$ cat config.mk
export PLATFORM = sky130hd
export DESIGN_NAME = dfo_stack
export DESIGN_NICKNAME = d
export VERILOG_FILES = /design/src/sv/dfo_pkg.sv /design/src/sv/dfo_stack.sv
export SDC_FILE = /design/constraint.sdc
export NUM_CORES = 1
export LEC_CHECK = 0
export CELL_PAD_IN_SITES_DETAIL_PLACEMENT = 1
export CELL_PAD_IN_SITES_GLOBAL_PLACEMENT = 1
export CORE_ASPECT_RATIO = 1.2
export CORE_MARGIN = 3
export CORE_UTILIZATION = 53
export DETAILED_ROUTE_END_ITERATION = 12
export DONT_BUFFER_PORTS = 1
export PLACE_DENSITY_LB_ADDON = 0.05
export SKIP_CTS_REPAIR_TIMING = 1
export SLEW_MARGIN = 5
export SYNTH_ARGS = -nofsm -noshare
export SYNTH_HDL_FRONTEND = slang
export SYNTH_SLANG_ARGS = --single-unit
$ cat constraint.sdc
create_clock -name clk -period 2.35 [get_ports clk]
set_input_delay 0.3525 -clock clk [delete_from_list [all_inputs] [get_ports clk]]
set_output_delay 0.3525 -clock clk [all_outputs]
set_load 0.02 [all_outputs]
$ cat src/sv/dfo_pkg.sv
// ----------------------------------------------------------------------------
// dfo_pkg
// Shared types, widths and helpers for the depth-first order core.
// ----------------------------------------------------------------------------
package dfo_pkg;

  // Vertex numbers as they travel on the ports
  localparam int VERT_W = 6;
  // Widest adjacency row handled by the lowest-set-bit search
  localparam int ROW_W = 64;
  // Stream data widths, padded to whole bytes
  localparam int IN_TDATA_W = 16;
  localparam int OUT_TDATA_W = 8;

  // Edge write / row read request to the adjacency store
  typedef struct packed {
    logic              wr_en;
    logic [VERT_W-1:0] wr_a;
    logic [VERT_W-1:0] wr_b;
    logic [VERT_W-1:0] rd_v;
    logic              clear;
  } adj_req_t;

  // Push / read request to the walk stack
  typedef struct packed {
    logic              push;
    logic [VERT_W-1:0] push_ptr;
    logic [VERT_W-1:0] push_vertex;
    logic [VERT_W-1:0] rd_ptr;
  } stk_req_t;

  // Index of the lowest set bit of a 64-bit row (0 when the row is empty).
  // Two levels of eight: lowest bit per byte, then lowest non-empty byte.
  function automatic logic [VERT_W-1:0] lowest_set(input logic [ROW_W-1:0] x);
    logic [7:0]      grp_nz;
    logic [2:0]      grp_idx [8];
    logic [2:0]      sel;
    for (int g = 0; g < 8; g++) begin
      grp_nz[g]  = |x[g*8 +: 8];
      grp_idx[g] = 3'd0;
      for (int k = 7; k >= 0; k--) begin
        if (x[g*8 + k]) grp_idx[g] = 3'(k);
      end
    end
    sel = 3'd0;
    for (int g = 7; g >= 0; g--) begin
      if (grp_nz[g]) sel = 3'(g);
    end
    return {sel, grp_idx[sel]};
  endfunction

endpackage

$ cat src/sv/dfo_stack.sv
// ----------------------------------------------------------------------------
// dfo_stack
// Walk stack memory: one push write and one registered read per cycle.
// Entries are to be read only after they were pushed; the stack does not enforce it.
// ----------------------------------------------------------------------------
module dfo_stack #(
  parameter int VERTICES = 64
) (
  input  logic                        clk,
  input  dfo_pkg::stk_req_t           req,
  output logic [dfo_pkg::VERT_W-1:0]  rd_vertex
);

  localparam int IDX_W = $clog2(VERTICES);

  logic [dfo_pkg::VERT_W-1:0] mem [VERTICES];

  // Push write and registered read
  always_ff @(posedge clk) begin
    if (req.push) begin
      mem[req.push_ptr[IDX_W-1:0]] <= req.push_vertex;
    end
    rd_vertex <= mem[req.rd_ptr[IDX_W-1:0]];
  end

endmodule

==> impl_results.html <==
<table>
<tr><th>Metric</th><th>Value</th></tr>
<tr><th colspan="2">Status</th></tr>
<tr><td>Status</td><td>finished, final reports clean</td></tr>
<tr><th colspan="2">CTS</th></tr>
<tr><td>H-tree lvl count</td><td>2</td></tr>
<tr><td>Clock latency at the later pin of the worst-skew pair</td><td>slightly above 0.5 ns</td></tr>
<tr><td>Clock tree sinks</td><td>just under 400</td></tr>
<tr><td>Clock slew at reported path FFs</td><td>0.06 ns</td></tr>
<tr><td>Maximum number of buffers from clock root to sink</td><td>3</td></tr>
<tr><td>TritonCTS clock tree</td><td>built</td></tr>
<tr><td>Clk root buf</td><td>clkbuf_16</td></tr>
<tr><td>Number of buffers inserted during clock tree synthesis</td><td>38</td></tr>
<tr><th colspan="2">Critical path</th></tr>
<tr><td>Worst stage delay on the critical path</td><td>0.49 ns</td></tr>
<tr><td>Critical path peak fanout</td><td>1</td></tr>
<tr><td>Critical path, cell by cell</td><td>mux4_1 -&gt; mux2_2 -&gt; o21ai_1 -&gt; a21oi_1 -&gt; o22a_1</td></tr>
<tr><td>Worst setup slack for register-to-register paths</td><td>0.51 ns</td></tr>
<tr><td>Worst setup startpoint</td><td>mem[52][3]$_DFFE_PP_</td></tr>
<tr><td>Worst Path Arrival</td><td>2.23 ns</td></tr>
<tr><td>Worst r2r dst</td><td>rd_vertex[3]$_DFF_P_</td></tr>
<tr><td>Largest delay share family, worst path</td><td>multiplexers</td></tr>
<tr><td>Data required time at the worst endpoint</td><td>2.74 ns</td></tr>
<tr><td>Kind of launch point of the worst setup path</td><td>flip-flop</td></tr>
<tr><td>Register-to-Register Path Depth</td><td>5</td></tr>
<tr><td>CP Capture Type</td><td>flip-flop</td></tr>
<tr><td>Critical Setup Path Class</td><td>flip-flop to flip-flop</td></tr>
<tr><td>Critical path buffer and inverter count</td><td>0</td></tr>
<tr><td>Reg-to-reg critical path startpoint</td><td>mem[52][3]$_DFFE_PP_</td></tr>
<tr><td>Worst path slowest cell</td><td>mux4_1</td></tr>
<tr><th colspan="2">Flow run</th></tr>
<tr><td>Maximum capacitance violations</td><td>0</td></tr>
<tr><th colspan="2">Die</th></tr>
<tr><td>Die width</td><td>161 microns</td></tr>
<tr><td>Die footprint</td><td>approximately 30,000 sq um</td></tr>
<tr><td>Die span in y</td><td>192 microns</td></tr>
<tr><td>Number of rows in the core area</td><td>67</td></tr>
<tr><td>Top-level port count</td><td>26</td></tr>
<tr><td>Core area</td><td>28,100 sq um</td></tr>
<tr><td>Initial cell density of the core</td><td>54.2%</td></tr>
<tr><th colspan="2">Synthesis</th></tr>
<tr><td>Synthesized Nets</td><td>740</td></tr>
<tr><td>Netlist area before placement</td><td>approximately 15,000 sq um</td></tr>
<tr><td>Yosys warnings</td><td>0</td></tr>
<tr><td>Share of the synthesized area in the top cell type</td><td>roughly three quarters</td></tr>
<tr><td>Syn Area/Cell</td><td>21.1 sq um</td></tr>
<tr><td>Library cell occupying the most area in the post-synthesis netlist</td><td>edfxtp_1</td></tr>
<tr><td>Post-synthesis cell type count</td><td>37</td></tr>
<tr><td>Syn Inst Count</td><td>720</td></tr>
<tr><td>Leading cell types by total area after synthesis</td><td>edfxtp_1 (76%), mux4_2 (13%), nor2_1 (1.7%)</td></tr>
<tr><td>Total of flip-flops plus latches after synthesis</td><td>between 300 and 400</td></tr>
<tr><td>Sequential cell area fraction in the yosys report</td><td>76.5%</td></tr>
<tr><th colspan="2">Detailed routing</th></tr>
<tr><td>Routed vias/inst</td><td>a little over 6</td></tr>
<tr><td>Count of routing violations after the opening detailed-route iteration</td><td>632</td></tr>
<tr><td>Count of nets left with antenna violations after detail routing</td><td>0</td></tr>
<tr><td>First-pass detailed-route iteration total</td><td>5</td></tr>
<tr><td>Total number of vias</td><td>7,340</td></tr>
<tr><td>DRC</td><td>0</td></tr>
<tr><td>Wirelength, routed</td><td>about 35,000 microns</td></tr>
<tr><td>Wire per inst</td><td>around 30 microns</td></tr>
<tr><th colspan="2">Pwr</th></tr>
<tr><td>P_leak</td><td>between 5 and 6 nW</td></tr>
<tr><td>Pwr per Cell Area</td><td>808 nW/um^2</td></tr>
<tr><td>Psw</td><td>2.77 mW</td></tr>
<tr><td>Combinational fraction of design power</td><td>4.1%</td></tr>
<tr><td>Reg power frac</td><td>55.4%</td></tr>
<tr><td>Fraction of power spent switching nets</td><td>19.8%</td></tr>
<tr><td>Fraction of power consumed by the clock network</td><td>40.6%</td></tr>
<tr><td>Internal</td><td>11.2 mW</td></tr>
<tr><td>Max rail drop VDD</td><td>0.690 mV</td></tr>
<tr><th colspan="2">STA</th></tr>
<tr><td>Worst slew margin relative to its limit</td><td>slightly above 50%</td></tr>
<tr><td>RSZ-0062 raised after global routing</td><td>no</td></tr>
<tr><td>Final Critical Period</td><td>1.84 ns</td></tr>
<tr><td>Final setup skew</td><td>0.0117 ns</td></tr>
<tr><td>Setup-failing EPs final</td><td>0</td></tr>
<tr><td>Fraction of the cycle the final worst path needs</td><td>78.1%</td></tr>
<tr><td>Upper clock frequency limit</td><td>between 0.5 and 0.6 GHz</td></tr>
<tr><td>Setup TNS</td><td>0 ns</td></tr>
<tr><td>Count of final max-slew check failures</td><td>0</td></tr>
<tr><td>Transition at the pin with the smallest max-transition slack</td><td>approximately 0.73 ns</td></tr>
<tr><td>Final Hold Viols</td><td>0</td></tr>
<tr><td>Slack of the critical path</td><td>between 0.5 and 0.6 ns</td></tr>
<tr><th colspan="2">Worst hold path</th></tr>
<tr><td>Number of stages on the worst hold path</td><td>1</td></tr>
<tr><td>Hold Path Origin</td><td>req[5]</td></tr>
<tr><td>Type of the tightest min-delay check</td><td>input pin to flip-flop</td></tr>
<tr><td>End point of the most critical hold path</td><td>rd_vertex[5]$_DFF_P_</td></tr>
<tr><th colspan="2">Global routing</th></tr>
<tr><td>Initial antenna violation count</td><td>0</td></tr>
<tr><td>Maximum number of pins on one net before global-route repair</td><td>100</td></tr>
<tr><td>Tot GR Track Use</td><td>23.6%</td></tr>
<tr><td>Vias in the first global route</td><td>approximately 7,900</td></tr>
<tr><td>Global-route wire length before repair</td><td>53,200 microns</td></tr>
<tr><td>Grt total ovfl</td><td>0</td></tr>
<tr><th colspan="2">Finish</th></tr>
<tr><td>Fraction of layout cells with a size suffix above 1</td><td>a little over a quarter</td></tr>
<tr><td>Most common cell after layout, fill and taps aside</td><td>edfxtp_1</td></tr>
<tr><td>Count of inserted antenna diode cells</td><td>0</td></tr>
<tr><td>Commonest cells after routing, fill and taps aside</td><td>edfxtp_1 (384), mux4_2 (87), buf_4 (69)</td></tr>
<tr><td>Number of filler cells placed in the layout</td><td>approximately 2,300</td></tr>
<tr><td>Post-layout nets</td><td>about 820</td></tr>
<tr><td>Layout area overhead</td><td>13.6%</td></tr>
<tr><th colspan="2">Placed design</th></tr>
<tr><td>Count of buffers from port buffering</td><td>0</td></tr>
<tr><td>Placement Setup Slack</td><td>0.462 ns</td></tr>
<tr><td>GP Congestion</td><td>0.787</td></tr>
<tr><td>Detail Placement HPWL</td><td>21,000 microns</td></tr>
</table>
synthesized netlist by cell type:
master      n
edfxtp_1  384
mux4_2     87
nor2_1     67
clkbuf_1   16
mux2i_1    15
buf_2      13
o22ai_1    12
nand3_1    11
mux2_2      9
o221ai_1    9
nand2_1     8
nor2b_1     8
a211oi_1    6
a21oi_1     6
dfxtp_1     6
mux4_1      6
o21ai_1     6
o22a_1      6
buf_6       5
nand2b_1    5
nor3_1      5
nand3b_1    4
a221oi_1    3
a32o_1      3
a22oi_1     2
buf_12      2
buf_4       2
nand4_1     2
or2_2       2
or3_1       2
or3b_2      2
a22oi_2     1
and2_0      1
and3b_1     1
buf_8       1
nand4b_1    1
nor3b_1     1
power groups by stage:
stage               sequential [mW]  clock, mW  combinational [mW]
global placement               7.89          0               0.420
finish                         7.74       5.67               0.567
CTS                            7.74       5.80               0.429
floorplan                      7.88          0               0.415
global route                   7.74       6.11               0.607
detailed placement             7.89          0               0.426
per-stage QoR:
step	area, sq um	power [mW]	util [%]	hold WS (ns)	std cells
4_1_cts	17100	14.0	60.9	-0.0802	1194
2_1_floorplan	15200	8.29	-	0.451	720
3_3_place_gp	16000	8.31	56.9	0.456	1129
3_5_place_dp	16000	8.32	56.9	0.456	1129
6_report	17300	14.0	61.6	0.00976	1202
5_1_grt	17300	14.5	61.6	0.0142	1202
cells by family after synthesis:
group | share of synthesized area, %
flops | 76.5
simple gates | 3.67
mux | 15.6
compound gates | 2.60
buf+inv | 1.65
worst max path at each step:
stage	to	depth (start not counted)
3_5_place_dp	mem[25][4]$_DFFE_PP_	5
4_1_cts	rd_vertex[3]$_DFF_P_	5
2_1_floorplan	rd_vertex[0]$_DFF_P_	7
5_1_grt	rd_vertex[3]$_DFF_P_	5
3_3_place_gp	rd_vertex[1]$_DFF_P_	5
6_report	rd_vertex[3]$_DFF_P_	5
registers in the layout, summed over array words and instances (netlist names):
signal and cells:
mem 384, rd_vertex 6
final cells by class:
| cell class | instances | area [sq um] | area share [%] |
|---|---|---|---|
| sequential | 390 | 11700 | 67.4 |
| multi-input combinational | 291 | 3320 | 19.2 |
| clock buffer | 45 | 998 | 5.77 |
| timing repair buffer | 77 | 703 | 4.06 |
| tap | 379 | 474 | 2.74 |
| clock inverter | 20 | 149 | 0.861 |
per-layer routing:
| layer | global-route usage [%] | vias up | wire, microns |
|---|---|---|---|
| li1 | - | 3161 | - |
| met1 | 33.5 | 3925 | 14700 |
| met2 | 39.0 | 202 | 17800 |
| met3 | 3.49 | 52 | 1780 |
| met4 | 6.29 | 0 | 858 |
| met5 | 0 | - | 0 |
No activity file was read; power rests on OpenSTA's default activity.
